===== config.mk =====
export PLATFORM = sky130hd
export DESIGN_NAME = plps_ctrl
export DESIGN_NICKNAME = d
export VERILOG_FILES = /design/src/hdl/plps_pkg.sv /design/src/hdl/plps_ctrl.sv
export VERILOG_INCLUDE_DIRS = /design/src /design/src/hdl
export SDC_FILE = /design/constraint.sdc
export NUM_CORES = 1
export LEC_CHECK = 0
export ABC_AREA = 1
export BUFFER_PORTS_ARGS = -buffer_cell sky130_fd_sc_hd__buf_2
export CORE_ASPECT_RATIO = 2
export CORE_MARGIN = 2
export CORE_UTILIZATION = 27
export CTS_CLUSTER_SIZE = 20
export DETAILED_ROUTE_END_ITERATION = 16
export PLACE_DENSITY = 0.52
export RECOVER_POWER = 25
export SYNTH_ARGS = -nofsm -noshare
export SYNTH_HDL_FRONTEND = slang
export SYNTH_SLANG_ARGS = --single-unit

===== constraint.sdc =====
create_clock -name clk -period 5.34 [get_ports clk]
set_input_delay 0.534 -clock clk [delete_from_list [all_inputs] [get_ports clk]]
set_output_delay 0.534 -clock clk [all_outputs]
set_load 0.05 [all_outputs]

===== src/hdl/assert_macros.svh =====
// ----------------------------------------------------------------------------
// assert_macros.svh
// Clocked assertion shorthands used by the profile sampler sequencer (plps_ctrl).
// ----------------------------------------------------------------------------
`ifndef ASSERT_MACROS_SVH
`define ASSERT_MACROS_SVH

// Property must hold at every clock edge outside reset.
`define ASSERT_ALWAYS(label, prop, msg) \
  label: assert property (@(posedge clk) disable iff (!rst_n) (prop)) else $error(msg);

// Expression must never be true outside reset.
`define ASSERT_NEVER(label, expr, msg) \
  label: assert property (@(posedge clk) disable iff (!rst_n) !(expr)) else $error(msg);

`endif


===== src/hdl/plps_pkg.sv =====
// ----------------------------------------------------------------------------
// plps_pkg
// Shared types and constants of the piecewise linear profile sampler.
// ----------------------------------------------------------------------------
package plps_pkg;

  localparam int NUM_VALUES  = 8;
  localparam int ROW_IDX_W   = 6;
  localparam int RADIUS_W    = 32;
  localparam int COUNT_W     = 7;
  localparam int STATUS_W    = 2;
  localparam int LANE_W      = 3;

  localparam int MAX_ROWS_DEF    = 64;
  localparam int VALUE_WIDTH_DEF = 32;
  localparam int WEIGHT_BITS_DEF = 16;

  localparam logic [STATUS_W-1:0] ST_OK      = 2'd0;
  localparam logic [STATUS_W-1:0] ST_EMPTY   = 2'd1;
  localparam logic [STATUS_W-1:0] ST_OUTSIDE = 2'd2;

  localparam logic REQ_LOAD   = 1'b0;
  localparam logic REQ_SAMPLE = 1'b1;

  typedef enum logic [3:0] {
    S_IDLE, S_LOAD, S_FIRST, S_LAST, S_CHK, S_PRIME, S_SCAN,
    S_VA, S_VB, S_VC, S_DIV, S_MUL, S_DONE
  } state_t;

  typedef struct packed {
    logic                capture;
    logic                load_wr;
    logic                rad_rd;
    logic                first_latch;
    logic                left_latch;
    logic                div_init;
    logic                val_rd;
    logic                a_latch;
    logic                b_latch;
    logic                div_step;
    logic                mul_en;
    logic [LANE_W-1:0]   mul_k;
    logic                res_en;
    logic [LANE_W-1:0]   res_k;
    logic                out_load;
    logic [STATUS_W-1:0] status;
  } cmd_t;

  typedef struct packed {
    logic lt_first;
    logic gt_last;
    logic in_seg;
  } stat_t;

endpackage


===== src/hdl/plps_ctrl.sv =====
// ----------------------------------------------------------------------------
// plps_ctrl
// Sequencer: row count register, table scan, divide and multiply steps,
// output word valid.
// ----------------------------------------------------------------------------
`include "assert_macros.svh"

module plps_ctrl #(
  parameter int MAX_ROWS    = plps_pkg::MAX_ROWS_DEF,
  parameter int WEIGHT_BITS = plps_pkg::WEIGHT_BITS_DEF,
  parameter int AW          = $clog2(MAX_ROWS)
) (
  input  logic                          clk,
  input  logic                          rst_n,
  input  logic                          in_tvalid,
  input  logic                          in_req,
  output logic                          in_tready,
  input  logic                          out_tready,
  output logic                          out_tvalid,
  input  logic                          cfg_wr_en,
  input  logic [plps_pkg::COUNT_W-1:0]  cfg_wr_data,
  input  plps_pkg::stat_t               stat,
  output plps_pkg::cmd_t                cmd,
  output logic [AW-1:0]                 row_addr
);

  localparam int IW = $clog2(MAX_ROWS + 1);
  localparam int SW = $clog2(WEIGHT_BITS + 1);
  localparam int KW = plps_pkg::LANE_W + 1;

  plps_pkg::state_t state_r, state_nxt;
  logic [plps_pkg::COUNT_W-1:0]  cnt_r;
  logic [IW-1:0]                 count_s;
  logic [IW-1:0]                 idx_r, idx_nxt;
  logic [SW-1:0]                 step_r, step_nxt;
  logic [KW-1:0]                 k_r, k_nxt;
  logic [plps_pkg::STATUS_W-1:0] status_r, status_nxt;
  logic                          out_valid_r;
  logic                          in_fire;
  logic                          slot_free;

  assign count_s   = (int'(cnt_r) > MAX_ROWS) ? IW'(MAX_ROWS) : IW'(cnt_r);
  assign in_tready = (state_r == plps_pkg::S_IDLE);
  assign in_fire   = in_tvalid && in_tready;
  assign slot_free = !out_valid_r || out_tready;
  assign out_tvalid = out_valid_r;

  always_ff @(posedge clk) begin
    if (!rst_n) begin
      state_r     <= plps_pkg::S_IDLE;
      cnt_r       <= '0;
      idx_r       <= '0;
      step_r      <= '0;
      k_r         <= '0;
      status_r    <= plps_pkg::ST_OK;
      out_valid_r <= 1'b0;
    end else begin
      state_r  <= state_nxt;
      idx_r    <= idx_nxt;
      step_r   <= step_nxt;
      k_r      <= k_nxt;
      status_r <= status_nxt;
      if (cfg_wr_en) begin
        cnt_r <= cfg_wr_data;
      end
      if (cmd.out_load) begin
        out_valid_r <= 1'b1;
      end else if (out_tready) begin
        out_valid_r <= 1'b0;
      end
    end
  end

  // next state
  always_comb begin
    state_nxt = state_r;
    unique case (state_r)
      plps_pkg::S_IDLE: begin
        if (in_fire) begin
          if (in_req == plps_pkg::REQ_LOAD) begin
            state_nxt = plps_pkg::S_LOAD;
          end else if (count_s == '0) begin
            state_nxt = plps_pkg::S_DONE;
          end else begin
            state_nxt = plps_pkg::S_FIRST;
          end
        end
      end
      plps_pkg::S_LOAD:  state_nxt = plps_pkg::S_DONE;
      plps_pkg::S_FIRST: state_nxt = plps_pkg::S_LAST;
      plps_pkg::S_LAST:  state_nxt = plps_pkg::S_CHK;
      plps_pkg::S_CHK: begin
        if (stat.lt_first || stat.gt_last || (count_s < IW'(2))) begin
          state_nxt = plps_pkg::S_DONE;
        end else begin
          state_nxt = plps_pkg::S_PRIME;
        end
      end
      plps_pkg::S_PRIME: state_nxt = plps_pkg::S_SCAN;
      plps_pkg::S_SCAN: begin
        if (stat.in_seg) begin
          state_nxt = plps_pkg::S_VA;
        end else if (idx_r >= count_s - 1'b1) begin
          state_nxt = plps_pkg::S_DONE;
        end
      end
      plps_pkg::S_VA: state_nxt = plps_pkg::S_VB;
      plps_pkg::S_VB: state_nxt = plps_pkg::S_VC;
      plps_pkg::S_VC: state_nxt = plps_pkg::S_DIV;
      plps_pkg::S_DIV: begin
        if (step_r == SW'(WEIGHT_BITS)) begin
          state_nxt = plps_pkg::S_MUL;
        end
      end
      plps_pkg::S_MUL: begin
        if (k_r == KW'(plps_pkg::NUM_VALUES)) begin
          state_nxt = plps_pkg::S_DONE;
        end
      end
      plps_pkg::S_DONE: begin
        if (slot_free) begin
          state_nxt = plps_pkg::S_IDLE;
        end
      end
      default: state_nxt = plps_pkg::S_IDLE;
    endcase
  end

  // commands and counters
  always_comb begin
    cmd        = '0;
    cmd.status = status_r;
    row_addr   = '0;
    idx_nxt    = idx_r;
    step_nxt   = step_r;
    k_nxt      = k_r;
    status_nxt = status_r;
    unique case (state_r)
      plps_pkg::S_IDLE: begin
        cmd.capture = in_fire;
        status_nxt  = (in_req == plps_pkg::REQ_SAMPLE && count_s == '0) ?
                      plps_pkg::ST_EMPTY : plps_pkg::ST_OK;
      end
      plps_pkg::S_LOAD: cmd.load_wr = 1'b1;
      plps_pkg::S_FIRST: cmd.rad_rd = 1'b1;
      plps_pkg::S_LAST: begin
        cmd.first_latch = 1'b1;
        cmd.rad_rd      = 1'b1;
        row_addr        = AW'(count_s - 1'b1);
      end
      plps_pkg::S_CHK: begin
        cmd.rad_rd = 1'b1;
        if (stat.lt_first || stat.gt_last || (count_s < IW'(2))) begin
          status_nxt = plps_pkg::ST_OUTSIDE;
        end
      end
      plps_pkg::S_PRIME: begin
        cmd.left_latch = 1'b1;
        cmd.rad_rd     = 1'b1;
        row_addr       = AW'(1);
        idx_nxt        = IW'(1);
      end
      plps_pkg::S_SCAN: begin
        if (stat.in_seg) begin
          cmd.div_init = 1'b1;
        end else if (idx_r >= count_s - 1'b1) begin
          status_nxt = plps_pkg::ST_OUTSIDE;
        end else begin
          // advance to the next segment
          cmd.left_latch = 1'b1;
          cmd.rad_rd     = 1'b1;
          row_addr       = AW'(idx_r + 1'b1);
          idx_nxt        = idx_r + 1'b1;
        end
      end
      plps_pkg::S_VA: begin
        cmd.val_rd = 1'b1;
        row_addr   = AW'(idx_r - 1'b1);
      end
      plps_pkg::S_VB: begin
        cmd.a_latch = 1'b1;
        cmd.val_rd  = 1'b1;
        row_addr    = AW'(idx_r);
      end
      plps_pkg::S_VC: begin
        cmd.b_latch = 1'b1;
        step_nxt    = '0;
      end
      plps_pkg::S_DIV: begin
        cmd.div_step = 1'b1;
        step_nxt     = step_r + 1'b1;
        k_nxt        = '0;
      end
      plps_pkg::S_MUL: begin
        cmd.mul_en = (k_r < KW'(plps_pkg::NUM_VALUES));
        cmd.mul_k  = k_r[plps_pkg::LANE_W-1:0];
        cmd.res_en = (k_r != '0);
        cmd.res_k  = plps_pkg::LANE_W'(k_r - 1'b1);
        k_nxt      = k_r + 1'b1;
      end
      plps_pkg::S_DONE: cmd.out_load = slot_free;
      default: begin
        cmd = '0;
      end
    endcase
  end

  `ASSERT_ALWAYS(a_out_slot, cmd.out_load |-> (!out_valid_r || out_tready), "output word overwritten")
  `ASSERT_NEVER(a_div_mul, cmd.div_step && cmd.mul_en, "divider and multiplier active together")
  `ASSERT_ALWAYS(a_empty, (in_fire && in_req == plps_pkg::REQ_SAMPLE && count_s == '0) |=> (state_r == plps_pkg::S_DONE && status_r == plps_pkg::ST_EMPTY), "empty table not flagged")

endmodule


# Word-level counts from Yosys, hierarchy flattened
# Index checks and enable logic that the tools add are counted.
# Widths: inputs -> output; s select.
# op_classes
add_sub_neg	6
mux	42
mul	0
div	0
n_reduce_logical	20
bitwise_logic	0
n_eq_ne	23
shift	0
order_cmp	4
# ops
cell	n
$pmux 4 s13	1
$mux 4	9
$pmux 6 s5	1
$eq 4x4->1 const B	6
$mux 7	3
$eq 4x3->1 const B	4
$mux 1	15
$ne 2x2->1 const B	7
$pmux 7 s2	1
$reduce_or 13->1	1
$mux 6	2
$pmux 5 s2	1
$eq 4x2->1 const B	2
$mux 2	4
$mux 8	1
$pmux 4 s2	1
$reduce_bool 2->1	4
$add 7x1->7 const B	1
$ge 7x7->1	1
$gt 7x7->1 const B	1
$logic_not 7->1	1
$lt 7x2->1 const B	1
$sub 7x1->7 const B	1
$pmux 2 s3	1
other kinds (21)	25
# totals
in_bits	16
output_inout_bits	29
word_cells	102
ram_bits	0
latchBits	0
ff_bits	30
memories	0
mem_bits_ro	0

# Longest topological paths before layout
# Gate-level depths: netlist (run 1).
# logic_depth
depth_word	7
mapped_depth	15
ltp_nobuf	15

# Worst setup path before layout (run 1)
# No wires, ideal clock.
# synth_path
path_kind	flip-flop to output port
startpoint	register state_r[0]
endpoint	output port row_addr[1]
n_path_buf	0
arrival_ns	2.670
stages_incl_launch_ff	5
path_slack_ns	2.136
cell_sequence	dfxtp_1 nand2_1 nor2_1 inv_1 o21ai_0
# synth_between
elab_chain_cells	2
# synth_rtl
element	line_no	rtl
start: declaration	plps_ctrl.sv:31	plps_pkg::state_t state_r, state_nxt;
start signal: assignment	plps_ctrl.sv:50	state_r <= plps_pkg::S_IDLE;
start signal: assignment	plps_ctrl.sv:58	state_r <= state_nxt;
$eq 4x4->1, or another cell as far along	plps_ctrl.sv:138	unique case (state_r)
$pmux 6 s5 (*)	plps_ctrl.sv:138	
end: declaration	plps_ctrl.sv:24	output logic [AW-1:0] row_addr
# Mark *: on every way between the ends. The rest lies on a longest branch, timed or not.

# Worst setup path in the final report (run 1)
# layout_path
startpoint	register cnt_r[1] in the netlist's numbering
endpoint	output port row_addr[5]
# layout_between
elab_chain_cells	7
# layout_rtl
element	line_no	rtl
start: declaration	plps_ctrl.sv:32	logic [plps_pkg::COUNT_W-1:0] cnt_r;
start signal: assignment	plps_ctrl.sv:64	cnt_r <= cfg_wr_data;
$gt 7x7->1	plps_ctrl.sv:42	assign count_s = (int'(cnt_r) > MAX_ROWS) ? IW'(MAX_ROWS) : IW'(cnt_r);
$mux 7 (*)	plps_ctrl.sv:42	
$sub 7x1->7 (*)	plps_ctrl.sv:166	end else if (idx_r >= count_s - 1'b1) begin
$ge 7x7->1	plps_ctrl.sv:166	
$mux 6	plps_ctrl.sv:166	
$mux 6	plps_ctrl.sv:164	if (stat.in_seg) begin
$pmux 6 s5 (*)	plps_ctrl.sv:138	
# Marked as above.

==> results_tabular.tex, run 1 <==
\begin{tabular}{lr}
\hline
Metric & Value \\
\hline
\multicolumn{2}{l}{\textbf{Logic synthesis}} \\
\quad Seq cells post-synth & 30 \\
\quad Mean post-synth cell area & 6.21 sq um \\
\quad Synthesized netlist cell count & 363 \\
\quad Post-synth top flop & dfxtp\_1 \\
\quad Total nets after synthesis & around 390 \\
\quad Number of enable flip-flop cells after synthesis & 0 \\
\quad Share of synthesized flip-flops with an asynchronous set or reset & 0\% \\
\quad Fraction of the yosys area taken by sequential cells & 26.6\% \\
\quad Total standard cell area after synthesis & 0.00225 sq mm \\
\quad Count of yosys warnings during synthesis & 0 \\
\quad Distinct cell type count of the synthesized netlist & 33 \\
\multicolumn{2}{l}{\textbf{Setup path}} \\
\quad Critical Path Start Type & flop \\
\quad Largest fanout on the critical path & 10 \\
\quad Endpoint kind of the worst setup timing path & output port \\
\quad CP arrival & 3.09 ns \\
\quad Reg-to-Reg End & idx\_r[5] \\
\quad Setup CP Type & flop to output port \\
\quad Worst flop-to-flop path startpoint & cnt\_r[1] \\
\quad Worst r2r path cells & 14 \\
\quad Required time of the worst setup path & 4.81 ns \\
\quad Worst-case register-to-register setup slack & 2.63 ns \\
\multicolumn{2}{l}{\textbf{Power}} \\
\quad Combinational Power Share & 42.8\% \\
\quad Sw frac & 44.6\% \\
\quad Register share of total power & 27.7\% \\
\quad Part of the total power dissipated in the clock network & between 20 and 30\% \\
\quad Peak supply drop & 0.000168 V \\
\quad Pint & 0.535 mW \\
\quad Leakage dissipation & 1.31 nW \\
\quad Power per cell area & around 360 mW/mm\^{}2 \\
\quad Net switching power of the design & 0.431 mW \\
\multicolumn{2}{l}{\textbf{Floorplan}} \\
\quad Chip width & slightly below 70 microns \\
\quad Core Area & around 0.008 sq mm \\
\quad Die outline area & 0.00914 sq mm \\
\quad Site row count & 47 \\
\quad Effective utilization at floorplan & 27.6\% \\
\quad DIE HEIGHT & 133 microns \\
\quad Count of boundary I/O pins & 45 \\
\multicolumn{2}{l}{\textbf{Finish}} \\
\quad Count of non-filler cells in the finished layout & 509 \\
\quad Post-synthesis to final-layout area growth & 20.3\% \\
\quad Ant diodes & 0 \\
\quad Filler Cells Inserted & 936 \\
\quad Proportion of layout cells with a drive suffix above 1 & 15.6\% \\
\quad Fin nets & between 400 and 500 \\
\multicolumn{2}{l}{\textbf{Clock network}} \\
\quad Max Buffers Root-to-Sink & 2 \\
\quad Number of sinks driven by the clock tree & 30 \\
\quad Clk Latency, worst-skew pair & 0.28 ns \\
\quad TritonCTS clock tree & yes \\
\quad PostCTS Resize Cnt & 0 \\
\quad Postcts setup bufs & 0 \\
\quad Total clock buffers created by CTS & 5 \\
\quad CTS H-tree depth & 2 \\
\quad Root cell of the clock tree & clkbuf\_16 \\
\quad \# hold bufs at CTS & 0 \\
\quad Post-CTS clock slew at the launch and capture registers of the worst setup and hold paths & 0.05 ns \\
\multicolumn{2}{l}{\textbf{Global routing}} \\
\quad GR Layer Usage met3 & 2.70\% \\
\quad Overall Global Routing Usage & 16.9\% \\
\quad Global routing met1 resource utilization & around 15\% \\
\quad Grt peak-use layer & met2 \\
\quad Wire length of the first global-routing pass & 11400 microns \\
\quad Global-route met2 utilization & 32.3\% \\
\quad GR Overflow Total & 0 \\
\quad Number of antenna violations at the first check in global routing & 0 \\
\quad Largest net degree at the start of global routing & 18 \\
\quad Via count of the first global-routing pass & 2478 \\
\multicolumn{2}{l}{\textbf{Timing}} \\
\quad Worst Max-Slew Pin Slew & roughly 0.6 ns \\
\quad Clock period minus worst slack & 3.62 ns \\
\quad Remaining max-slew budget at the tightest pin & about three fifths \\
\quad Maximum clock frequency & about 0.28 GHz \\
\quad Clock tree skew after final layout & 0.00602 ns \\
\quad Endpoints failing hold & 0 \\
\quad \# setup viols final & 0 \\
\quad Fin. max-slew vios & 0 \\
\quad Post-route fraction of the period consumed by the critical path & slightly below 70\% \\
\quad Setup TNS & 0 ns \\
\quad Unrepaired setup endpoints after global routing & false \\
\multicolumn{2}{l}{\textbf{Place}} \\
\quad Routability Congestion & 0.937 \\
\quad Number of cells in the design after placement & 501 \\
\quad Number of buffers inserted by port buffering & 44 \\
\quad Detail Placement HPWL & 5840 microns \\
\multicolumn{2}{l}{\textbf{Hold path}} \\
\quad Hold path start & status\_r[1] \\
\quad Hold/Removal Path Class & flop to flop \\
\quad Hold path cells & 2 \\
\quad Worst Hold End & status\_r[1] \\
\multicolumn{2}{l}{\textbf{Job}} \\
\quad MaxCap Viol Count & 0 \\
\multicolumn{2}{l}{\textbf{Detailed routing}} \\
\quad Antenna-violating nets left & 0 \\
\quad Detailed-route vias per instance & 4.97 \\
\quad DRT Pass-1 Iters & 5 \\
\quad Average wire per cell in the routed design & 13.9 microns \\
\quad Number of design-rule violations left by the first detailed-router iteration & 121 \\
\quad Total number of vias & $\sim$2500 \\
\quad Post-route DRC violation count & 0 \\
\quad Final wirelength & 7100 microns \\
\multicolumn{2}{l}{\textbf{Outcome}} \\
\quad Outcome & complete, no violations \\
\hline
\end{tabular}
-- kinds of logic after synthesis --
family	after synthesis	share of synthesized area [%]
AOI/OAI and AO/OA	68	16.2
xor gates and xnor gates	3	1.17
buffers and inverters	62	10.8
and+or+nand+nor	186	37.4
DFF	30	26.6
adders and majority gates	14	7.77
-- Yosys cell counts (4+ instances only) --
library cell,instances,area (sq um)
nand2_1,71,267
nor2_1,54,203
inv_1,52,195
nand3_1,35,175
a21oi_1,32,160
dfxtp_1,30,601
o21ai_0,26,130
ha_1,14,175
nand4_1,7,43.8
nor3_1,5,25.0
inv_2,4,15.0
nor2_4,4,45.0
-- flip-flops by register name, indices dropped and copies added (netlist names) --
register / count
k_r: 4
status_r: 2
state_r: 4
out_tvalid: 1
idx_r: 7
step_r: 5
cnt_r: 7
-- how the worst max path moves through the flow --
stage,startpoint,end,slack [ns],cells past startpoint
detailed placement,cnt_r[1],row_addr[5],2.01,15
finish,cnt_r[1],row_addr[5],1.72,15
global route,cnt_r[2],row_addr[1],1.41,15
CTS,cnt_r[1],row_addr[5],1.70,15
floorplan,state_r[0],row_addr[1],2.14,4
global placement,cnt_r[1],row_addr[1],2.01,15
-- cell usage in the layout (no fill, tap or decap), types with 3 or more instances in the layout --
cell type,count
nand2_1,72
nor2_1,54
inv_1,52
buf_2,41
nand3_1,35
a21oi_1,32
dfxtp_1,30
o21ai_0,26
ha_1,14
nand4_1,7
nor3_1,5
clkbuf_16,5
inv_2,4
nor2_4,4
clkbuf_1,4
xor2_1,3
-- cell type report --
class,count,area [sq um],share of cell area [%]
sequential,30,601,22.1
inverter,58,218,8.03
tap,98,123,4.52
clock buffer,7,143,5.26
timing repair buffer,44,216,7.98
multi-input combinational,271,1410,51.9
clock inverter,1,5.00,0.185
-- per-stage QoR --
stage | area (sq um) | hold WS (ns) | setup slack (ns) | total power [mW] | utilization [%]
5_1_grt | 2710 | 0.475 | 1.41 | 1.03 | 33.2
6_report | 2710 | 0.458 | 1.72 | 0.966 | 33.2
4_1_cts | 2720 | 0.459 | 1.70 | 0.982 | 33.3
3_3_place_gp | 2570 | 0.446 | 2.01 | 0.690 | 31.5
2_1_floorplan | 2250 | 0.427 | 2.14 | 0.582 | -
3_5_place_dp | 2570 | 0.452 | 2.01 | 0.690 | 31.5
-- power by group through the flow --
stage	Clock (mW)	Sequential [mW]	Combinational, mW
floorplan	0	0.267	0.316
global placement	0	0.272	0.418
detailed placement	0	0.272	0.418
CTS	0.295	0.268	0.419
global route	0.304	0.271	0.459
finish	0.285	0.268	0.413
-- critical path, cell delays in order, from the launching register on --
cell and delay (ns):
dfxtp_1 0.33, nor2_1 0.15, nand2_1 0.09, o21ai_0 0.27, nand2_1 0.11, xor2_1 0.18, inv_1 0.06, ha_1 0.30
nand2_1 0.07, nand2_1 0.05, a21oi_1 0.25, nand3_1 0.23, nor2_8 0.20, nand3_1 0.13, nand3b_1 0.10, buf_2 0.26
-- per-layer routing --
layer | part of all wire (%) | wire [microns]
met1 | 35 | 2500
met2 | 58 | 4110
met3 | 2.8 | 197
met4 | 4.1 | 291
met5 | 0 | 0
No activity file was read; power rests on OpenSTA's default activity.
==> run 2, diff against run 1 <==
==> constraint.sdc (replaced) <==
create_clock -name clk -period 3.7 [get_ports clk]
set_input_delay 0.37 -clock clk [delete_from_list [all_inputs] [get_ports clk]]
set_output_delay 0.37 -clock clk [all_outputs]
set_load 0.05 [all_outputs]
==> run 2 against run 1 <==
- non-clock buffer count grew 1
- worst hold slack worse by 0.14 ns
- worst setup slack got worse by 1.3 ns
- clock power grew 45%
- power is 45% higher
- clock skew about the same
- global-route usage shrank 0.13 points
- final area rose by 0.51%
- critical path depth is 1 higher
- flip-flop and latch count stayed put
- utilization rose by 0.17 points
- final cell count rose by 0.20%
==> results_tabular.tex, run 2 (synthesis gave the netlist of run 1 again) <==
\begin{tabular}{lr}
\hline
Metric & Value \\
\hline
\multicolumn{2}{l}{\textbf{Detailed routing}} \\
\quad DRT Pass-1 Iters & 4 \\
\quad Number of design-rule violations left by the first detailed-router iteration & 100 \\
\quad Antenna-violating nets left & 0 \\
\quad Post-route DRC violation count & 0 \\
\quad Detailed-route vias per instance & 4.99 \\
\quad Average wire per cell in the routed design & 13.9 microns \\
\quad Total number of vias & 2543 \\
\quad Final wirelength & 7070 microns \\
\multicolumn{2}{l}{\textbf{Power}} \\
\quad Peak supply drop & 0.000292 V \\
\quad Leakage dissipation & 1.32 nW \\
\quad Power per cell area & between 500 and 600 mW/mm\^{}2 \\
\multicolumn{2}{l}{\textbf{Floorplan}} \\
\quad Effective utilization at floorplan & 27.6\% \\
\quad DIE HEIGHT & 133 microns \\
\quad Core Area & 0.00817 sq mm \\
\quad Chip width & 68.6 microns \\
\quad Die outline area & between 0.009 and 0.01 sq mm \\
\quad Site row count & between 40 and 50 \\
\quad Count of boundary I/O pins & between 40 and 50 \\
\multicolumn{2}{l}{\textbf{Finish}} \\
\quad Final Core Density & 33.4\% \\
\quad Largest regs & cnt\_r x7, idx\_r x7, step\_r x5 \\
\quad Most used cells in the layout excluding fill and tap cells & nand2\_1 (71), nor2\_1 (54), inv\_1 (52) \\
\quad Proportion of layout cells with a drive suffix above 1 & 16.3\% \\
\quad Fin nets & $\sim$440 \\
\quad Most common cell after layout, fill and taps aside & nand2\_1 \\
\quad Post-synthesis to final-layout area growth & 20.9\% \\
\quad Count of non-filler cells in the finished layout & 510 \\
\quad Cell area after layout & 0.00273 sq mm \\
\quad Ant diodes & 0 \\
\multicolumn{2}{l}{\textbf{Global routing}} \\
\quad Largest net degree at the start of global routing & 18 \\
\quad Overall Global Routing Usage & 16.8\% \\
\quad Wire length of the first global-routing pass & about 11000 microns \\
\quad Number of antenna violations at the first check in global routing & 0 \\
\quad GR Overflow Total & 0 \\
\quad Via count of the first global-routing pass & 2469 \\
\multicolumn{2}{l}{\textbf{Place}} \\
\quad Detail Placement HPWL & $\sim$5800 microns \\
\quad Number of cells in the design after placement & 502 \\
\quad Number of buffers inserted by port buffering & 44 \\
\quad Area after detailed placement & 0.00258 sq mm \\
\quad Routability Congestion & 0.925 \\
\multicolumn{2}{l}{\textbf{Outcome}} \\
\quad Outcome & complete, no violations \\
\multicolumn{2}{l}{\textbf{Clock network}} \\
\quad Postcts setup bufs & 0 \\
\quad Number of sinks driven by the clock tree & 30 \\
\quad Total clock buffers created by CTS & 5 \\
\quad CTS H-tree depth & 2 \\
\quad \# hold bufs at CTS & 0 \\
\quad Clk Latency, worst-skew pair & 0.28 ns \\
\quad Post-CTS clock slew at the launch and capture registers of the worst setup and hold paths & 0.05 ns \\
\quad PostCTS Resize Cnt & 0 \\
\quad TritonCTS clock tree & yes \\
\quad Root cell of the clock tree & clkbuf\_16 \\
\quad Max Buffers Root-to-Sink & 2 \\
\multicolumn{2}{l}{\textbf{Setup path}} \\
\quad CP arrival & 2.93 ns \\
\quad Required time of the worst setup path & 3.33 ns \\
\quad Critical-path cell with the highest stage delay & dfxtp\_1 \\
\quad Worst flop-to-flop path startpoint & cnt\_r[0] \\
\quad Setup CP Type & flop to output port \\
\quad Critical path origin & cnt\_r[0] \\
\quad Worst-case register-to-register setup slack & 1.14 ns \\
\quad Reg-to-Reg End & idx\_r[5] \\
\quad Worst Setup EP & row\_addr[5] \\
\quad Endpoint kind of the worst setup timing path & output port \\
\quad Worst r2r path cells & 15 \\
\quad Ordered cell list for the critical path & inv\_1 > nor2\_1 > inv\_1 > ha\_1 > nand2\_1 > xor2\_1 > inv\_1 > ha\_1 > nand2\_1 > nand2\_1 > a21oi\_2 > nand3\_1 > nor2\_8 > nand3\_1 > nand3b\_1 > buf\_2 \\
\quad Delay of the slowest critical-path stage & 0.35 ns \\
\quad Largest fanout on the critical path & 10 \\
\quad Critical Path Start Type & flop \\
\multicolumn{2}{l}{\textbf{Timing}} \\
\quad Unrepaired setup endpoints after global routing & false \\
\quad Fin. max-slew vios & 0 \\
\quad Remaining max-slew budget at the tightest pin & 59.8\% \\
\quad Post-route fraction of the period consumed by the critical path & about nine tenths \\
\quad Hold Worst Slack & around 0.31 ns \\
\quad Clock tree skew after final layout & 0.00615 ns \\
\quad \# setup viols final & 0 \\
\quad Worst Max-Slew Pin Slew & 0.600 ns \\
\quad Clock period minus worst slack & 3.30 ns \\
\quad Setup TNS & 0 ns \\
\quad Maximum clock frequency & 0.303 GHz \\
\quad Endpoints failing hold & 0 \\
\multicolumn{2}{l}{\textbf{Hold path}} \\
\quad Hold/Removal Path Class & primary input to flop \\
\quad Hold path start & cfg\_wr\_data[4] \\
\quad Hold path cells & 3 \\
\multicolumn{2}{l}{\textbf{Job}} \\
\quad MaxCap Viol Count & 0 \\
\hline
\end{tabular}
==> run 2: cell count changes in the layout (fill, tap and decap cells not counted), sizes merged <==
| cell | before | now |
|---|---|---|
| buf | 41 | 42 |
==> run 2: worst max-delay path: cells and delay by family, from the launching register on <==
kind,cells,cell delay [ns]
adder cells (fa/ha/maj),2,0.52
AND/OR/NAND/NOR,8,0.93
flip-flops,1,0.35
buffers and inverters,4,0.48
AO/OA/AOI/OAI,1,0.18
XOR/XNOR,1,0.19
==> run 2: area by class of cell <==
class,count,area [sq um]
clock buffer,7,143
sequential,30,601
clock inverter,1,5.00
multi-input combinational,271,1410
fill,954,5450
tap,98,123
inverter,58,218
timing repair buffer,45,224
==> run 2: per-stage QoR <==
step	setup WS, ns	total power, mW
floorplan	0.660	0.841
global placement	0.572	0.998
detailed placement	0.555	0.998
CTS	0.251	1.42
global route	0.0662	1.50
finish	0.397	1.40
==> run 2: report_power, final <==
part / leakage (nW) / internal, mW / switching [mW]
clock: 0.0739 / 0.266 / 0.145
sequential: 0.244 / 0.351 / 0.0370
combinational: 0.998 / 0.156 / 0.446
==> run 2: how the worst min path moves through the flow <==
stage	end	slack, ns
2_1_floorplan	step_r[4]	0.43
3_3_place_gp	status_r[1]	0.44
3_5_place_dp	status_r[0]	0.45
4_1_cts	cnt_r[4]	0.31
5_1_grt	cnt_r[5]	0.32
6_report	cnt_r[4]	0.31
==> run 2: metal layers <==
layer	wire length (microns)	global-route usage (%)	share of wire [%]	up-vias
met4	419	11.1	5.9	0
met5	0	0	0	-
met2	3920	30.1	55	57
li1	-	-	-	1283
met1	2530	16.5	36	1175
met3	198	2.79	2.8	28
==> run 3, diff against run 2 <==
--- a/config.mk
+++ b/config.mk
@@ -8,13 +8,15 @@
 export LEC_CHECK = 0
 export ABC_AREA = 1
 export BUFFER_PORTS_ARGS = -buffer_cell sky130_fd_sc_hd__buf_2
-export CORE_ASPECT_RATIO = 2
+export CELL_PAD_IN_SITES_DETAIL_PLACEMENT = 0
+export CELL_PAD_IN_SITES_GLOBAL_PLACEMENT = 1
 export CORE_MARGIN = 2
 export CORE_UTILIZATION = 27
 export CTS_CLUSTER_SIZE = 20
 export DETAILED_ROUTE_END_ITERATION = 16
-export PLACE_DENSITY = 0.52
+export PLACE_DENSITY = 0.67
 export RECOVER_POWER = 25
+export SKIP_CTS_REPAIR_TIMING = 1
 export SYNTH_ARGS = -nofsm -noshare
 export SYNTH_HDL_FRONTEND = slang
 export SYNTH_SLANG_ARGS = --single-unit
==> run 3 against run 2 <==
- via count is 2.0% lower
- fmax fell by 1.1%
- flip-flop and latch count stayed put
- final area is 1.1% lower
- utilization shrank 0.39 points
- clock skew rose by 0.0022 ns
- global-route usage decreased by 1.5 points
- final cell count grew 1.4%
- die area shrank 0.48%
- first-iteration DRC count up 8.0%
- critical path depth down 1
- clock power is 30% lower
- critical path type unchanged
- highest routed layer unchanged
==> results_tabular.tex, run 3 (synthesis gave the netlist of run 1 again) <==
\begin{tabular}{lr}
\hline
Metric & Value \\
\hline
\multicolumn{2}{l}{\textbf{Outcome}} \\
\quad Outcome & complete, no violations \\
\multicolumn{2}{l}{\textbf{Global routing}} \\
\quad Wire length of the first global-routing pass & 10900 microns \\
\quad GR Overflow Total & 0 \\
\quad Overall Global Routing Usage & $\sim$15\% \\
\quad Via count of the first global-routing pass & approximately 2400 \\
\quad Number of antenna violations at the first check in global routing & 0 \\
\quad Largest net degree at the start of global routing & 18 \\
\multicolumn{2}{l}{\textbf{Floorplan}} \\
\quad Effective utilization at floorplan & between 20\% and 30\% \\
\quad Count of boundary I/O pins & 45 \\
\quad Core Area & 0.00818 sq mm \\
\quad Chip width & 95.4 microns \\
\quad DIE HEIGHT & around 95 microns \\
\quad Die outline area & between 0.009 and 0.01 sq mm \\
\quad Site row count & 33 \\
\multicolumn{2}{l}{\textbf{Timing}} \\
\quad Clock tree skew after final layout & between 0.008 and 0.009 ns \\
\quad \# setup viols final & 0 \\
\quad Remaining max-slew budget at the tightest pin & 54.9\% \\
\quad Post-route fraction of the period consumed by the critical path & 90.3\% \\
\quad Hold Worst Slack & 0.298 ns \\
\quad Endpoints failing hold & 0 \\
\quad Maximum clock frequency & 0.299 GHz \\
\quad Worst Max-Slew Pin Slew & 0.677 ns \\
\quad Unrepaired setup endpoints after global routing & false \\
\quad Fin. max-slew vios & 0 \\
\quad Clock period minus worst slack & around 3.3 ns \\
\quad Setup TNS & 0 ns \\
\multicolumn{2}{l}{\textbf{Setup path}} \\
\quad Critical-path cell with the highest stage delay & dfxtp\_1 \\
\quad Setup CP Type & flop to output port \\
\quad Ordered cell list for the critical path & nor2\_1 > nand2\_1 > o21ai\_1 > nand2\_1 > xor2\_1 > inv\_1 > ha\_1 > nand2\_1 > nand2\_1 > a21oi\_2 > nand3\_2 > nor2\_8 > nand2\_1 > o2111ai\_1 > buf\_2 \\
\quad Required time of the worst setup path & between 3 and 4 ns \\
\quad Delay of the slowest critical-path stage & 0.35 ns \\
\quad Worst-case register-to-register setup slack & 1.13 ns \\
\quad Endpoint kind of the worst setup timing path & output port \\
\quad Largest fanout on the critical path & 10 \\
\quad CP arrival & 2.97 ns \\
\quad Most frequent cell on the critical path & nand2\_1 \\
\quad Critical Path Start Type & flop \\
\quad Worst r2r path cells & 14 \\
\multicolumn{2}{l}{\textbf{Power}} \\
\quad Leakage dissipation & 1.29 nW \\
\quad Peak supply drop & 0.000262 V \\
\quad Power per cell area & $\sim$470 mW/mm\^{}2 \\
\multicolumn{2}{l}{\textbf{Finish}} \\
\quad Most common cell after layout, fill and taps aside & nand2\_1 \\
\quad Fin nets & $\sim$440 \\
\quad Post-synthesis to final-layout area growth & 19.5\% \\
\quad Ant diodes & 0 \\
\quad Cell area after layout & between 0.002 and 0.003 sq mm \\
\quad Most used cells in the layout excluding fill and tap cells & nand2\_1 (72), nor2\_1 (54), inv\_1 (52) \\
\quad Proportion of layout cells with a drive suffix above 1 & 16.5\% \\
\quad Largest regs & cnt\_r x7, idx\_r x7, step\_r x5 \\
\multicolumn{2}{l}{\textbf{Detailed routing}} \\
\quad Final wirelength & 6550 microns \\
\quad DRT Pass-1 Iters & 4 \\
\quad Detailed-route vias per instance & between 4 and 5 \\
\quad Post-route DRC violation count & 0 \\
\quad Average wire per cell in the routed design & 12.7 microns \\
\quad Total number of vias & around 2500 \\
\quad Number of design-rule violations left by the first detailed-router iteration & 108 \\
\quad Antenna-violating nets left & 0 \\
\multicolumn{2}{l}{\textbf{Place}} \\
\quad Detail Placement HPWL & about 5200 microns \\
\quad Routability Congestion & 0.864 \\
\quad Area after detailed placement & 0.00259 sq mm \\
\quad Number of buffers inserted by port buffering & 44 \\
\multicolumn{2}{l}{\textbf{Job}} \\
\quad MaxCap Viol Count & 0 \\
\multicolumn{2}{l}{\textbf{Clock network}} \\
\quad TritonCTS clock tree & yes \\
\quad Root cell of the clock tree & clkbuf\_8 \\
\quad Number of sinks driven by the clock tree & 30 \\
\quad CTS H-tree depth & 2 \\
\quad Clk Latency, worst-skew pair & 0.29 ns \\
\quad Post-CTS clock slew at the launch and capture registers of the worst setup and hold paths & 0.07 ns \\
\quad Total clock buffers created by CTS & 5 \\
\quad Max Buffers Root-to-Sink & 2 \\
\multicolumn{2}{l}{\textbf{Hold path}} \\
\quad Hold/Removal Path Class & primary input to flop \\
\quad Hold path cells & 3 \\
\hline
\end{tabular}
## run 3: cell count changes in the layout (fill, tap and decap cells not counted)
cell	change
nand3_1	-1
clkinvlp_4	+1
buf_4	+1
clkbuf_16	-5
nand3_2	+1
clkbuf_4	+3
clkbuf_1	-1
nand2_1	+1
buf_2	-4
nand2_2	-1
clkbuf_8	+5
## run 3: where the power goes
part           internal, mW  leakage, nW  switching [mW]  total [mW]
Clock                 0.149       0.0472           0.138       0.288
Sequential            0.350        0.244          0.0355       0.385
Combinational         0.157         1.00           0.434       0.591
Total                 0.657         1.29           0.608        1.26
## run 3: through the flow
stage | power [mW] | setup WS (ns) | utilization, % | std cells
5_1_grt | 1.36 | 0.0976 | 33.0 | 517
3_5_place_dp | 0.983 | 0.454 | 31.6 | 509
6_report | 1.26 | 0.360 | 33.0 | 517
2_1_floorplan | 0.841 | 0.660 | - | 363
4_1_cts | 1.27 | 0.122 | 32.8 | 517
3_3_place_gp | 0.991 | 0.399 | 31.6 | 509
## run 3: path summary, 6_finish.rpt
path / start / endpoint
setup / recovery: cnt_r[1] / row_addr[2]
hold / removal: cfg_wr_data[4] / cnt_r[4]
setup reg to reg: cnt_r[1] / idx_r[3]
hold reg to reg: status_r[1] / status_r[1]
## run 3: critical path, delay by kind of cell, from the launching register on
kind / cells / cell delay [ns]
AND/OR/NAND/NOR: 8 / 0.97
AO/OA/AOI/OAI: 3 / 0.49
buffers and inverters: 2 / 0.36
flip-flops: 1 / 0.35
adder cells (fa/ha/maj): 1 / 0.32
XOR/XNOR: 1 / 0.19
## run 3: layout make-up
cell class / instances / area, sq um
fill: 941 / 5480
sequential: 30 / 601
clock buffer: 6 / 82.6
tap: 105 / 131
multi-input combinational: 271 / 1420
inverter: 58 / 218
timing repair buffer: 45 / 234
clock inverter: 2 / 12.5
## run 3: per-layer routing
metal,GRT usage (%),routed length [microns],share of wire [%]
met3,3.64,319,4.9
met2,26.5,3150,48
met1,19.2,3020,46
met4,3.10,67,1.0
met5,0,0,0
